[src/design/optb_pkg.sv]
// package for the oneshot/periodic timer bank
// holds command and status codes, default sizes and the control word passed along the cell row
// no dependencies
`default_nettype none

package optb_pkg;

	localparam int NUM_TIMERS_DEF  = 16;
	localparam int COUNT_WIDTH_DEF = 16;
	localparam int NUM_RATES_DEF   = 4;

	// width used to compare a timer index against a cell number or the bank size
	localparam int IDX_CMP_W = 7;
	// width used to compare a rate against the number of rates
	localparam int RATE_CMP_W = 5;

	typedef enum logic [2:0] {
		OP_ARM    = 3'd0,
		OP_DISARM = 3'd1,
		OP_REARM  = 3'd2,
		OP_CHECK  = 3'd3,
		OP_TICK   = 3'd4
	} op_t;

	typedef enum logic [1:0] {
		ST_OK    = 2'd0,
		ST_ZERO  = 2'd1,
		ST_ARMED = 2'd2,
		ST_RANGE = 2'd3
	} status_t;

	typedef struct packed {
		logic       valid;
		logic       done;
		op_t        op;
		logic [3:0] idx;
		logic [1:0] rate;
		status_t    status;
		logic       flag;
	} cell_ctl_t;

endpackage

`default_nettype wire

[src/design/optb_cell.sv]
// one timer of the bank: count, reload, rate and was-disarmed flag
// acts on the command word passing by and hands it on to the next cell; uses optb_pkg
`default_nettype none

module optb_cell import optb_pkg::*; #(
	parameter int COUNT_WIDTH = COUNT_WIDTH_DEF,
	parameter int NUM_RATES   = NUM_RATES_DEF,
	parameter int CELL_IDX    = 0
) (
	input  wire logic                   clk,
	input  wire logic                   arst_n,
	input  wire logic                   advance,
	input  wire cell_ctl_t              ctl_in,
	input  wire logic [COUNT_WIDTH-1:0] ticks_in,
	input  wire logic [COUNT_WIDTH-1:0] ivl_in,
	output cell_ctl_t                   ctl_out,
	output logic      [COUNT_WIDTH-1:0] ticks_out,
	output logic      [COUNT_WIDTH-1:0] ivl_out,
	output logic                        expire
);

	logic [COUNT_WIDTH-1:0] count_q, count_d;
	logic [COUNT_WIDTH-1:0] reload_q, reload_d;
	logic [1:0]             rate_q, rate_d;
	logic                   dis_q, dis_d;
	cell_ctl_t              ctl_q, ctl_d;
	logic [COUNT_WIDTH-1:0] ticks_q;
	logic [COUNT_WIDTH-1:0] ivl_q;
	logic                   act;
	logic                   hit;
	logic                   running;

	always_comb begin
		ctl_d    = ctl_in;
		count_d  = count_q;
		reload_d = reload_q;
		rate_d   = rate_q;
		dis_d    = dis_q;
		expire   = 1'b0;
		act      = ctl_in.valid && advance && !ctl_in.done;
		hit      = {3'd0, ctl_in.idx} == IDX_CMP_W'(CELL_IDX);
		running  = count_q != '0;
		if (act) begin
			if (ctl_in.op == OP_TICK) begin
				if (running && rate_q == ctl_in.rate) begin
					if (count_q == COUNT_WIDTH'(1)) begin
						count_d = reload_q;
						expire  = 1'b1;
					end else begin
						count_d = count_q - COUNT_WIDTH'(1);
					end
				end
			end else if (hit) begin
				case (ctl_in.op)
					OP_ARM: begin
						if (running) begin
							ctl_d.status = ST_ARMED;
						end else if ({3'd0, ctl_in.rate} >= RATE_CMP_W'(NUM_RATES)) begin
							ctl_d.status = ST_RANGE;
						end else begin
							count_d  = ticks_in;
							reload_d = ivl_in;
							rate_d   = ctl_in.rate;
						end
					end
					OP_DISARM: begin
						if (running) begin
							ctl_d.flag = 1'b1;
							dis_d      = 1'b1;
							count_d    = '0;
						end else begin
							dis_d = 1'b0;
						end
					end
					OP_REARM: begin
						ctl_d.flag = running;
						count_d    = ticks_in;
					end
					OP_CHECK: begin
						ctl_d.flag = dis_q;
						dis_d      = 1'b1;
					end
					default: begin
						ctl_d = ctl_in;
					end
				endcase
			end
		end
	end

	always_ff @(posedge clk or negedge arst_n) begin
		if (!arst_n) begin
			count_q  <= '0;
			reload_q <= '0;
			rate_q   <= '0;
			dis_q    <= 1'b0;
			ctl_q    <= '0;
		end else begin
			count_q  <= count_d;
			reload_q <= reload_d;
			rate_q   <= rate_d;
			dis_q    <= dis_d;
			if (advance) begin
				ctl_q <= ctl_d;
			end
		end
	end

	always_ff @(posedge clk) begin
		if (advance) begin
			ticks_q <= ticks_in;
			ivl_q   <= ivl_in;
		end
	end

	assign ctl_out   = ctl_q;
	assign ticks_out = ticks_q;
	assign ivl_out   = ivl_q;

endmodule

`default_nettype wire

[src/design/oneshot_periodic_timer_bank.sv]
// Bank of one-shot / periodic timers built as a row of NUM_TIMERS cells, one timer per cell.
// Each command word enters an entry register and then walks the row one cell per cycle while
// the output is not stalled; the addressed cell answers it, and a tick updates every running
// timer of its rate as it passes. A word passes the entry register and every cell of the row
// before its last result word is loaded into the output register; the next word is taken in
// the cycle after. Expiries leave in timer index order, one result word each, the last one
// marked with tlast; a tick without expiries and every other command give one word. While the
// output is stalled the row stands still. All state is in flip-flops; reset clears the control
// and count state but not the data registers. Depends on optb_pkg and optb_cell.
`default_nettype none

module oneshot_periodic_timer_bank import optb_pkg::*; #(
	parameter int NUM_TIMERS  = NUM_TIMERS_DEF,
	parameter int COUNT_WIDTH = COUNT_WIDTH_DEF,
	parameter int NUM_RATES   = NUM_RATES_DEF
) (
	input  wire logic        clk,
	input  wire logic        arst_n,
	input  wire logic        s_tvalid,
	output logic             s_tready,
	// [3:0] timer_index, [19:4] ticks, [35:20] interval, [37:36] tick_rate, [39:38] zero
	input  wire logic [39:0] s_tdata,
	// [2:0] operation
	input  wire logic [2:0]  s_tuser,
	output logic             m_tvalid,
	input  wire logic        m_tready,
	// [1:0] status, [2] answer_flag, [6:3] expired_timer, [7] zero
	output logic [7:0]       m_tdata,
	// [0] expiry_valid
	output logic             m_tuser,
	output logic             m_tlast
);

	localparam logic [32:0] COUNT_LIMIT = (33'd1 << COUNT_WIDTH) - 33'd1;

	cell_ctl_t              chain_ctl   [NUM_TIMERS+1];
	logic [COUNT_WIDTH-1:0] chain_ticks [NUM_TIMERS+1];
	logic [COUNT_WIDTH-1:0] chain_ivl   [NUM_TIMERS+1];
	logic [NUM_TIMERS-1:0]  exp_bits;

	cell_ctl_t              ent_ctl_q, in_ctl;
	logic [COUNT_WIDTH-1:0] ent_ticks_q, ent_ivl_q;
	logic                   busy_q;
	logic                   hold_valid_q;
	logic [3:0]             hold_idx_q;
	logic                   m_valid_q;
	logic [7:0]             m_data_q;
	logic                   m_user_q;
	logic                   m_last_q;

	logic                   accept;
	logic                   advance;
	logic                   exp_any;
	logic [3:0]             exp_idx;
	logic                   push;
	logic                   push_last;
	logic                   push_exp;
	logic [3:0]             push_idx;
	status_t                push_status;
	logic                   push_flag;
	logic                   end_word;

	logic [32:0]            ticks_ext, ivl_ext;
	op_t                    in_op;
	logic [3:0]             in_idx;
	logic [1:0]             in_rate;

	assign s_tready = !busy_q;
	assign accept   = s_tvalid && s_tready;
	assign advance  = !m_valid_q || m_tready;

	// front checks that need no timer state
	always_comb begin
		in_op     = op_t'(s_tuser);
		in_idx    = s_tdata[3:0];
		in_rate   = s_tdata[37:36];
		ticks_ext = {17'd0, s_tdata[19:4]};
		ivl_ext   = {17'd0, s_tdata[35:20]};
		in_ctl        = '0;
		in_ctl.valid  = 1'b1;
		in_ctl.op     = in_op;
		in_ctl.idx    = in_idx;
		in_ctl.rate   = in_rate;
		in_ctl.status = ST_OK;
		if (in_op == OP_TICK) begin
			if ({3'd0, in_rate} >= RATE_CMP_W'(NUM_RATES)) begin
				in_ctl.done   = 1'b1;
				in_ctl.status = ST_RANGE;
			end
		end else if (s_tuser > OP_TICK || {3'd0, in_idx} >= IDX_CMP_W'(NUM_TIMERS)) begin
			in_ctl.done   = 1'b1;
			in_ctl.status = ST_RANGE;
		end else begin
			case (in_op)
				OP_ARM: begin
					if (ticks_ext >= COUNT_LIMIT || ivl_ext >= COUNT_LIMIT) begin
						in_ctl.done   = 1'b1;
						in_ctl.status = ST_RANGE;
					end else if (ticks_ext == '0) begin
						in_ctl.done   = 1'b1;
						in_ctl.status = ST_ZERO;
					end
				end
				OP_REARM: begin
					if (ticks_ext >= COUNT_LIMIT) begin
						in_ctl.done   = 1'b1;
						in_ctl.status = ST_RANGE;
					end else if (ticks_ext == '0) begin
						in_ctl.done   = 1'b1;
						in_ctl.status = ST_ZERO;
					end
				end
				default: begin
					in_ctl.done = 1'b0;
				end
			endcase
		end
	end

	always_ff @(posedge clk or negedge arst_n) begin
		if (!arst_n) begin
			ent_ctl_q <= '0;
		end else if (accept) begin
			ent_ctl_q <= in_ctl;
		end else if (advance) begin
			ent_ctl_q.valid <= 1'b0;
		end
	end

	always_ff @(posedge clk) begin
		if (accept) begin
			ent_ticks_q <= ticks_ext[COUNT_WIDTH-1:0];
			ent_ivl_q   <= ivl_ext[COUNT_WIDTH-1:0];
		end
	end

	assign chain_ctl[0]   = ent_ctl_q;
	assign chain_ticks[0] = ent_ticks_q;
	assign chain_ivl[0]   = ent_ivl_q;

	for (genvar i = 0; i < NUM_TIMERS; i++) begin : g_cell
		optb_cell #(
			.COUNT_WIDTH (COUNT_WIDTH),
			.NUM_RATES   (NUM_RATES),
			.CELL_IDX    (i)
		) u_cell (
			.clk       (clk),
			.arst_n    (arst_n),
			.advance   (advance),
			.ctl_in    (chain_ctl[i]),
			.ticks_in  (chain_ticks[i]),
			.ivl_in    (chain_ivl[i]),
			.ctl_out   (chain_ctl[i+1]),
			.ticks_out (chain_ticks[i+1]),
			.ivl_out   (chain_ivl[i+1]),
			.expire    (exp_bits[i])
		);
	end

	// at most one cell acts in a cycle
	always_comb begin
		exp_any = 1'b0;
		exp_idx = '0;
		for (int i = 0; i < NUM_TIMERS; i++) begin
			if (exp_bits[i]) begin
				exp_any = 1'b1;
				exp_idx = exp_idx | 4'(i);
			end
		end
	end

	assign end_word = advance && chain_ctl[NUM_TIMERS].valid;

	always_comb begin
		push        = 1'b0;
		push_last   = 1'b0;
		push_exp    = 1'b0;
		push_idx    = '0;
		push_status = ST_OK;
		push_flag   = 1'b0;
		if (end_word) begin
			push      = 1'b1;
			push_last = 1'b1;
			if (chain_ctl[NUM_TIMERS].op == OP_TICK && !chain_ctl[NUM_TIMERS].done) begin
				push_exp = hold_valid_q;
				push_idx = hold_valid_q ? hold_idx_q : 4'd0;
			end else begin
				push_status = chain_ctl[NUM_TIMERS].status;
				push_flag   = chain_ctl[NUM_TIMERS].flag;
			end
		end else if (advance && exp_any && hold_valid_q) begin
			push     = 1'b1;
			push_exp = 1'b1;
			push_idx = hold_idx_q;
		end
	end

	always_ff @(posedge clk or negedge arst_n) begin
		if (!arst_n) begin
			busy_q       <= 1'b0;
			hold_valid_q <= 1'b0;
			m_valid_q    <= 1'b0;
		end else begin
			if (accept) begin
				busy_q <= 1'b1;
			end else if (end_word) begin
				busy_q <= 1'b0;
			end
			if (advance && exp_any) begin
				hold_valid_q <= 1'b1;
			end else if (end_word) begin
				hold_valid_q <= 1'b0;
			end
			if (push) begin
				m_valid_q <= 1'b1;
			end else if (m_tready) begin
				m_valid_q <= 1'b0;
			end
		end
	end

	always_ff @(posedge clk) begin
		if (advance && exp_any) begin
			hold_idx_q <= exp_idx;
		end
		if (push) begin
			m_data_q <= {1'b0, push_idx, push_flag, push_status};
			m_user_q <= push_exp;
			m_last_q <= push_last;
		end
	end

	assign m_tvalid = m_valid_q;
	assign m_tdata  = m_data_q;
	assign m_tuser  = m_user_q;
	assign m_tlast  = m_last_q;

endmodule

`default_nettype wire

[config.mk]
export PLATFORM = sky130hd
export DESIGN_NAME = oneshot_periodic_timer_bank
export DESIGN_NICKNAME = d
export VERILOG_FILES = /design/src/design/optb_pkg.sv /design/src/design/optb_cell.sv /design/src/design/oneshot_periodic_timer_bank.sv
export SDC_FILE = /design/constraint.sdc
export NUM_CORES = 2
export LEC_CHECK = 0
export BUFFER_PORTS_ARGS = -buffer_cell sky130_fd_sc_hd__buf_2
export CORE_ASPECT_RATIO = 0.7
export CORE_MARGIN = 10
export CORE_UTILIZATION = 40
export DETAILED_ROUTE_END_ITERATION = 10
export PLACE_DENSITY = 0.67
export SYNTH_ARGS = -nofsm -noshare
export SYNTH_HDL_FRONTEND = slang
export SYNTH_SLANG_ARGS = --single-unit
[constraint.sdc]
create_clock -name clk -period 20 [get_ports clk]
set_input_delay 4 -clock clk [delete_from_list [all_inputs] [get_ports clk]]
set_output_delay 4 -clock clk [all_outputs]
set_load 0.02 [all_outputs]
Yosys cells after proc, flatten, opt, wreduce, memory -nomap -nowiden
Index checks and enable logic that the tools add are counted.

storage, ports and cells
  logic and storage cells = 1024
  bits in registers = 1319
  input bits = 47

cells by class
  mux-type cells = 374
  equal/unequal tests = 162
  reduce and logical (&&, ||, !) cells = 213
  order comparisons = 3
  bitwise operators = 33
  $add $sub $neg = 16

operators by type and width
  cell                                                    number
  two-way mux 16 bit                                      96
  one-hot mux 16 bit (3 select lines)                     16
  equality test 16 x 1 -> 1 bit (second input constant)   16
  nonzero test 16 bit                                     16
  subtractor 16 x 1 -> 16 bit (second input constant)     16
  two-way mux 3 bit                                       52
  two-way mux 1 bit                                       132
  equality test 3 x 2 -> 1 bit (second input constant)    33
  AND reduction 6 bit                                     16
  two-way mux 2 bit                                       40
  AND reduction 5 bit                                     16
  nonzero test 2 bit                                      36
  AND reduction 4 bit                                     16
  nonzero test 4 bit                                      16
  equality test 3 bit (second input constant)             18
  logical AND 1 bit                                       53
  zero test 3 bit                                         17
  equality test 3 x 1 -> 1 bit (second input constant)    16
  inequality test 3 x 1 -> 1 bit (second input constant)  16
  inequality test 3 bit (second input constant)           16
  one-hot mux 1 bit (3 select lines)                      16
  one-hot mux 1 bit (2 select lines)                      17
  inverter 1 bit                                          33
  equality test 2 bit                                     16
  16 further kinds                                        66

Longest topological paths before layout
  depth in word-level cells = 26
  mapped depth = 11
  depth with buffers taken out = 9

By module
Synthesis repeated with hierarchy kept, for this count alone.

unflattened totals
  cells, all modules = 4891
  area, all modules = 61940.7 µm²

by module, submodules not included
  module                              area an instance (µm²)  sequential area each (µm²)  times used  cells each
  optb_cell at g_cell[11].u_cell ...  3756.1                  2187.1                      2           302
  optb_cell at g_cell[5].u_cell ...   3739.8                  2187.1                      2           294
  optb_cell at g_cell[1].u_cell ...   3736.1                  2187.1                      2           295
  optb_cell at g_cell[4].u_cell ...   3676.0                  2187.1                      2           293
  optb_cell at g_cell[15].u_cell      3814.9                  2187.1                      1           284
  optb_cell at g_cell[13].u_cell      3792.4                  2187.1                      1           297
  optb_cell at g_cell[0].u_cell       3763.6                  2187.1                      1           301
  optb_cell at g_cell[12].u_cell      3761.1                  2187.1                      1           304
  optb_cell at g_cell[10].u_cell      3752.3                  2187.1                      1           302
  optb_cell at g_cell[9].u_cell       3664.8                  2187.1                      1           294
  optb_cell at g_cell[14].u_cell      3659.8                  2187.1                      1           303
  optb_cell at g_cell[3].u_cell       3637.2                  2187.1                      1           298
  oneshot_periodic_timer_bank         2278.4                  1751.7                      1           140

Worst setup path before layout
No wires, ideal clock.

  path type = input to register
  start = in m_tready
  end = reg g_cell[0].u_cell.ivl_q[0], enable pin
  path slack = 1.290 ns
  setup time = 1.032 ns
  cell stages on the path = 5
  arrival = 17.678 ns
  cell sequence = nor2b_1 clkinv_1 clkbuf_8 clkbuf_1 clkbuf_1

on the way
  word-level cells in the longest chain between the ends = 1

RTL lines
  item                  line                               RTL
  start, declared       oneshot_periodic_timer_bank.sv:26  input wire logic m_tready,
  logical OR 1 bit      oneshot_periodic_timer_bank.sv:70  assign advance = !m_valid_q || m_tready;
  end signal, assigned  optb_cell.sv:112                   ivl_q <= ivl_in;
  end, declared         optb_cell.sv:28                    logic [COUNT_WIDTH-1:0] ivl_q;

Every way passes these cells.
A chain may end at the register's enable or synchronous reset.

Final worst setup path
  start = in m_tready
  end = reg g_cell[12].u_cell.reload_q[15]

on the way
  word-level cells in the longest chain between the ends = 4

RTL lines
  item                                  line                               RTL
  logical OR 1 bit                      oneshot_periodic_timer_bank.sv:70
  logical AND 1 bit (2 in a row)        optb_cell.sv:40                    act = ctl_in.valid && advance && !ctl_in.done;
  AND reduction 5 bit (no source line)  -
  end signal, assigned                  optb_cell.sv:100                   reload_q <= reload_d;
  end, declared                         optb_cell.sv:23                    logic [COUNT_WIDTH-1:0] reload_q, reload_d;

Every way passes these cells.

==> summary.txt <==
Outcome
  • Run status: finished clean

Floorplan
  • Effective utilization at floorplan: 0.403
  • I/O Pins: 59
  • Area of the die: ~0.16 mm^2
  • Die width: approximately 470 um
  • Cell Rows: ~120
  • Core box area: around 0.14 mm^2
  • Height of the die: approximately 340 um

CTS
  • Post-CTS setup repair buffer count: 0
  • Root Driver: sky130_fd_sc_hd__clkbuf_16
  • Clock latency of the later-clocked register in the worst-skew pair: 0.75 ns
  • Clock buffer depth: 3
  • Num CTS Buffers: roughly 120
  • TritonCTS clock tree: built
  • Clock sinks: about 1300
  • Number of H-tree levels: 3
  • Post_cts resized: 0
  • Clock transition at the registers of the reported paths: around 0.070 ns
  • Hold_buf cts: 0

Synth
  • Most used standard cell by instance count after synthesis: sky130_fd_sc_hd__nand2_1
  • Number of unique standard cell types used by synthesis: 90
  • Synth area leader: sky130_fd_sc_hd__dfrtp_1
  • Most used DFF post-synth: sky130_fd_sc_hd__dfrtp_1
  • List of most frequent post-synthesis cells: sky130_fd_sc_hd__nand2_1 (825), sky130_fd_sc_hd__dfrtp_1 (794), sky130_fd_sc_hd__edfxtp_1 (525)
  • Syn Nets: approximately 5200
  • Register area share after synthesis: 0.620
  • Fraction of registers with async set/reset: 0.602
  • Most area-consuming cells after synthesis: sky130_fd_sc_hd__dfrtp_1 (35%), sky130_fd_sc_hd__edfxtp_1 (27%), sky130_fd_sc_hd__mux2_2 (6.0%)
  • Seq cells post-synth: ~1300
  • Post-synthesis average cell area: about 11 um^2
  • Yosys warnings: 0
  • EDFF count, synth: between 500 and 600
  • Cell count after synthesis: slightly above 5000
  • Synthesized cell area: 0.0575 mm^2
  • Area share of the largest cell type after synthesis: 0.346

Power and ir drop
  • Peak supply drop: approximately 0.086 mV
  • Post-route total power: about 0.0099 W
  • Static power due to leakage: 27.3 nW
  • Total power per unit cell area: roughly 160 mW/mm^2

Timing
  • Post-layout min period: between 7 and 8 ns
  • Final worst clock skew: approximately 0.04 ns
  • Maximum frequency from static timing analysis: between 0.1 and 0.15 GHz
  • Post-Route Setup TNS: 0 ns
  • Final Slew Violations: 0
  • Number of hold violations in the final report: 0
  • Slew at the pin closest to its max-slew limit: between 1 and 1.5 ns
  • RSZ-0062 raised after global routing: no
  • Post-route fraction of the period consumed by the critical path: 0.396
  • Max-slew headroom at the worst pin: 0.0750
  • Final hold slack: roughly 0.45 ns
  • Count of endpoints failing setup in the final report: 0

Place
  • Cell count after placement: just under 7000
  • Area of placed instances: 0.0597 mm^2
  • Global placer's final weighted congestion: between 0.8 and 0.9
  • HPWL reported at the end of detailed placement: roughly 93 mm
  • Count of input and output buffers: 55

Critical path
  • Library cell appearing most often on the critical path: sky130_fd_sc_hd__buf_4
  • Number of buffer and inverter instances along the worst setup path: 4
  • CP Max Fanout: between 100 and 150
  • Crit. End Element: register
  • Largest delay contributor family on the critical path: buffers and inverters
  • Critical path's slowest cell: sky130_fd_sc_hd__nand3_1
  • WP data arrival: approximately 8.5 ns
  • Setup crit start kind: input port
  • Series of cell instances along the critical path: buf_2 > nor2b_4 > buf_4 > inv_8 > buf_4 > nand3b_1 > nor3_1 > nand3_1 > mux2_2
  • Slowest Stage Delay on Critical Path: between 0.9 and 1 ns
  • Worst path required time: 20.61 ns
  • Start point of the critical path: m_tready
  • Worst setup path class: input port to register
  • Beginning of the worst register-to-register path: m_tvalid$_DFFE_PN0P_

Final layout
  • Fin nets: 5145
  • Synthesis-to-finish area growth: 11.0%
  • Ratio of cells with drive above 1 in the final layout: 0.130
  • Fill cells: around 13000
  • Post-route standard cell area excluding fillers: between 0.06 and 0.07 mm^2
  • Number of non-filler instances in the completed layout: just over 7000

GRT
  • Wire length of the first global-routing pass: roughly 210 mm
  • Sum of overflow across all layers after global routing: 0
  • Pin count of the biggest net entering global routing: 178
  • Number of antenna violations at the first check in global routing: 4
  • Via count of the first global-routing pass: ~37000
  • Total routing resource utilization after global routing: 0.166

Routing
  • Remaining number of nets flagged by the antenna check after routing: 0
  • Final routed DRC violation total: 0
  • Vias per inst: 5.55
  • Final Routed Wirelength: between 100 and 150 mm
  • WL per Instance: around 19 um
  • Number of DRC markers in iteration 0: slightly above 4000
  • Pre-antenna DRT Iters: 6
  • Routed vias: between 30000 and 40000

Worst hold path
  • Worst Min Path Start: g_cell[5].u_cell.ivl_out[8]$_DFFE_PN_
  • Worst hold-check path type: register to register

Job
  • Reported max-cap violation count: 0
-- metal layers --
metal	track usage	wire, um	part of all wire	vias up
met5	0	29	0.00021	-
met4	0.0400	2850	0.021	2
met3	0.0335	9950	0.074	202
met2	0.238	57500	0.43	1254
met1	0.256	65000	0.48	19500
li1	-	-	-	18200
-- metrics by stage --
step	util	setup slack (ns)
floorplan	-	1.29
CTS	0.447	12.09
detailed placement	0.418	11.31
finish	0.447	12.07
global route	0.447	11.61
global placement	0.418	11.46
-- registers in the layout (all words and copies together), names as in the netlist, 4 cells and up --
| signal | flops |
|---|---|
| g_cell.u_cell.reload_q | 256 |
| g_cell.u_cell.ticks_out | 240 |
| g_cell.u_cell.ivl_out | 240 |
| m_tdata | 7 |
| g_cell.u_cell.count_q | 256 |
| chain_ctl | 13 |
| g_cell.u_cell.ctl_out | 218 |
| ent_ticks_q | 16 |
| g_cell.u_cell.rate_q | 32 |
| g_cell.u_cell.dis_q | 16 |
| ent_ivl_q | 16 |
| hold_idx_q | 4 |
-- power by group --
part           switching [W]  leakage [nW]  internal (W)
combinational        0.00170          9.41      0.000993
sequential          0.000917          15.9       0.00392
clock                0.00103          2.00       0.00138
total                0.00365          27.3       0.00630
-- cell type report --
class                   instances  area [um^2]  area share
clock buffers                 158         3290      0.0516
well taps                    1888         2360      0.0370
clock inverters                64          837      0.0131
inverters                      79          304     0.00477
repair buffers                119          803      0.0126
multi-input cells            3430        20600       0.322
flip-flops and latches       1319        35600       0.559
diodes                          2         5.00   0.0000784
-- cells by family after synthesis --
family,share of synthesized area
simple gates,0.145
buf+inv,0.0238
other cells,0.0000652
mux,0.0624
fa+ha+maj,0.00718
compound gates,0.110
xor+xnor,0.0323
flops,0.620
-- layout by cell type, fill, tap and decap left out, drive strengths merged, types with 30 or more instances in the layout --
master    n
nor3b    41
clkinv   35
nand2   825
or3      30
nand2b   31
o21ai   290
a21oi   371
nor4     66
dfrtp   794
xor2     97
clkbuf  158
a31oi    48
xnor2   115
a211oi  137
edfxtp  525
nand4    48
nor2    426
inv      82
buf     119
nor3    122
ha       33
mux2    311
o31ai    31
nand3    71
-- worst paths after layout --
kind,to,slack [ns],depth (start not counted)
setup / recovery,g_cell[12].u_cell.reload_q[15]$_DFFE_PN0P_,12.07,9
hold / removal,g_cell[6].u_cell.ivl_out[8]$_DFFE_PN_,0.45,0
setup reg to reg,g_cell[12].u_cell.reload_q[15]$_DFFE_PN0P_,14.99,8
hold reg to reg,g_cell[6].u_cell.ivl_out[8]$_DFFE_PN_,0.45,0
max in group asynchronous,g_cell[5].u_cell.count_q[5]$_DFFE_PN0P_,13.37,4
min in group asynchronous,g_cell[14].u_cell.reload_q[7]$_DFFE_PN0P_,3.36,1
No activity file was read; power rests on OpenSTA's default activity.
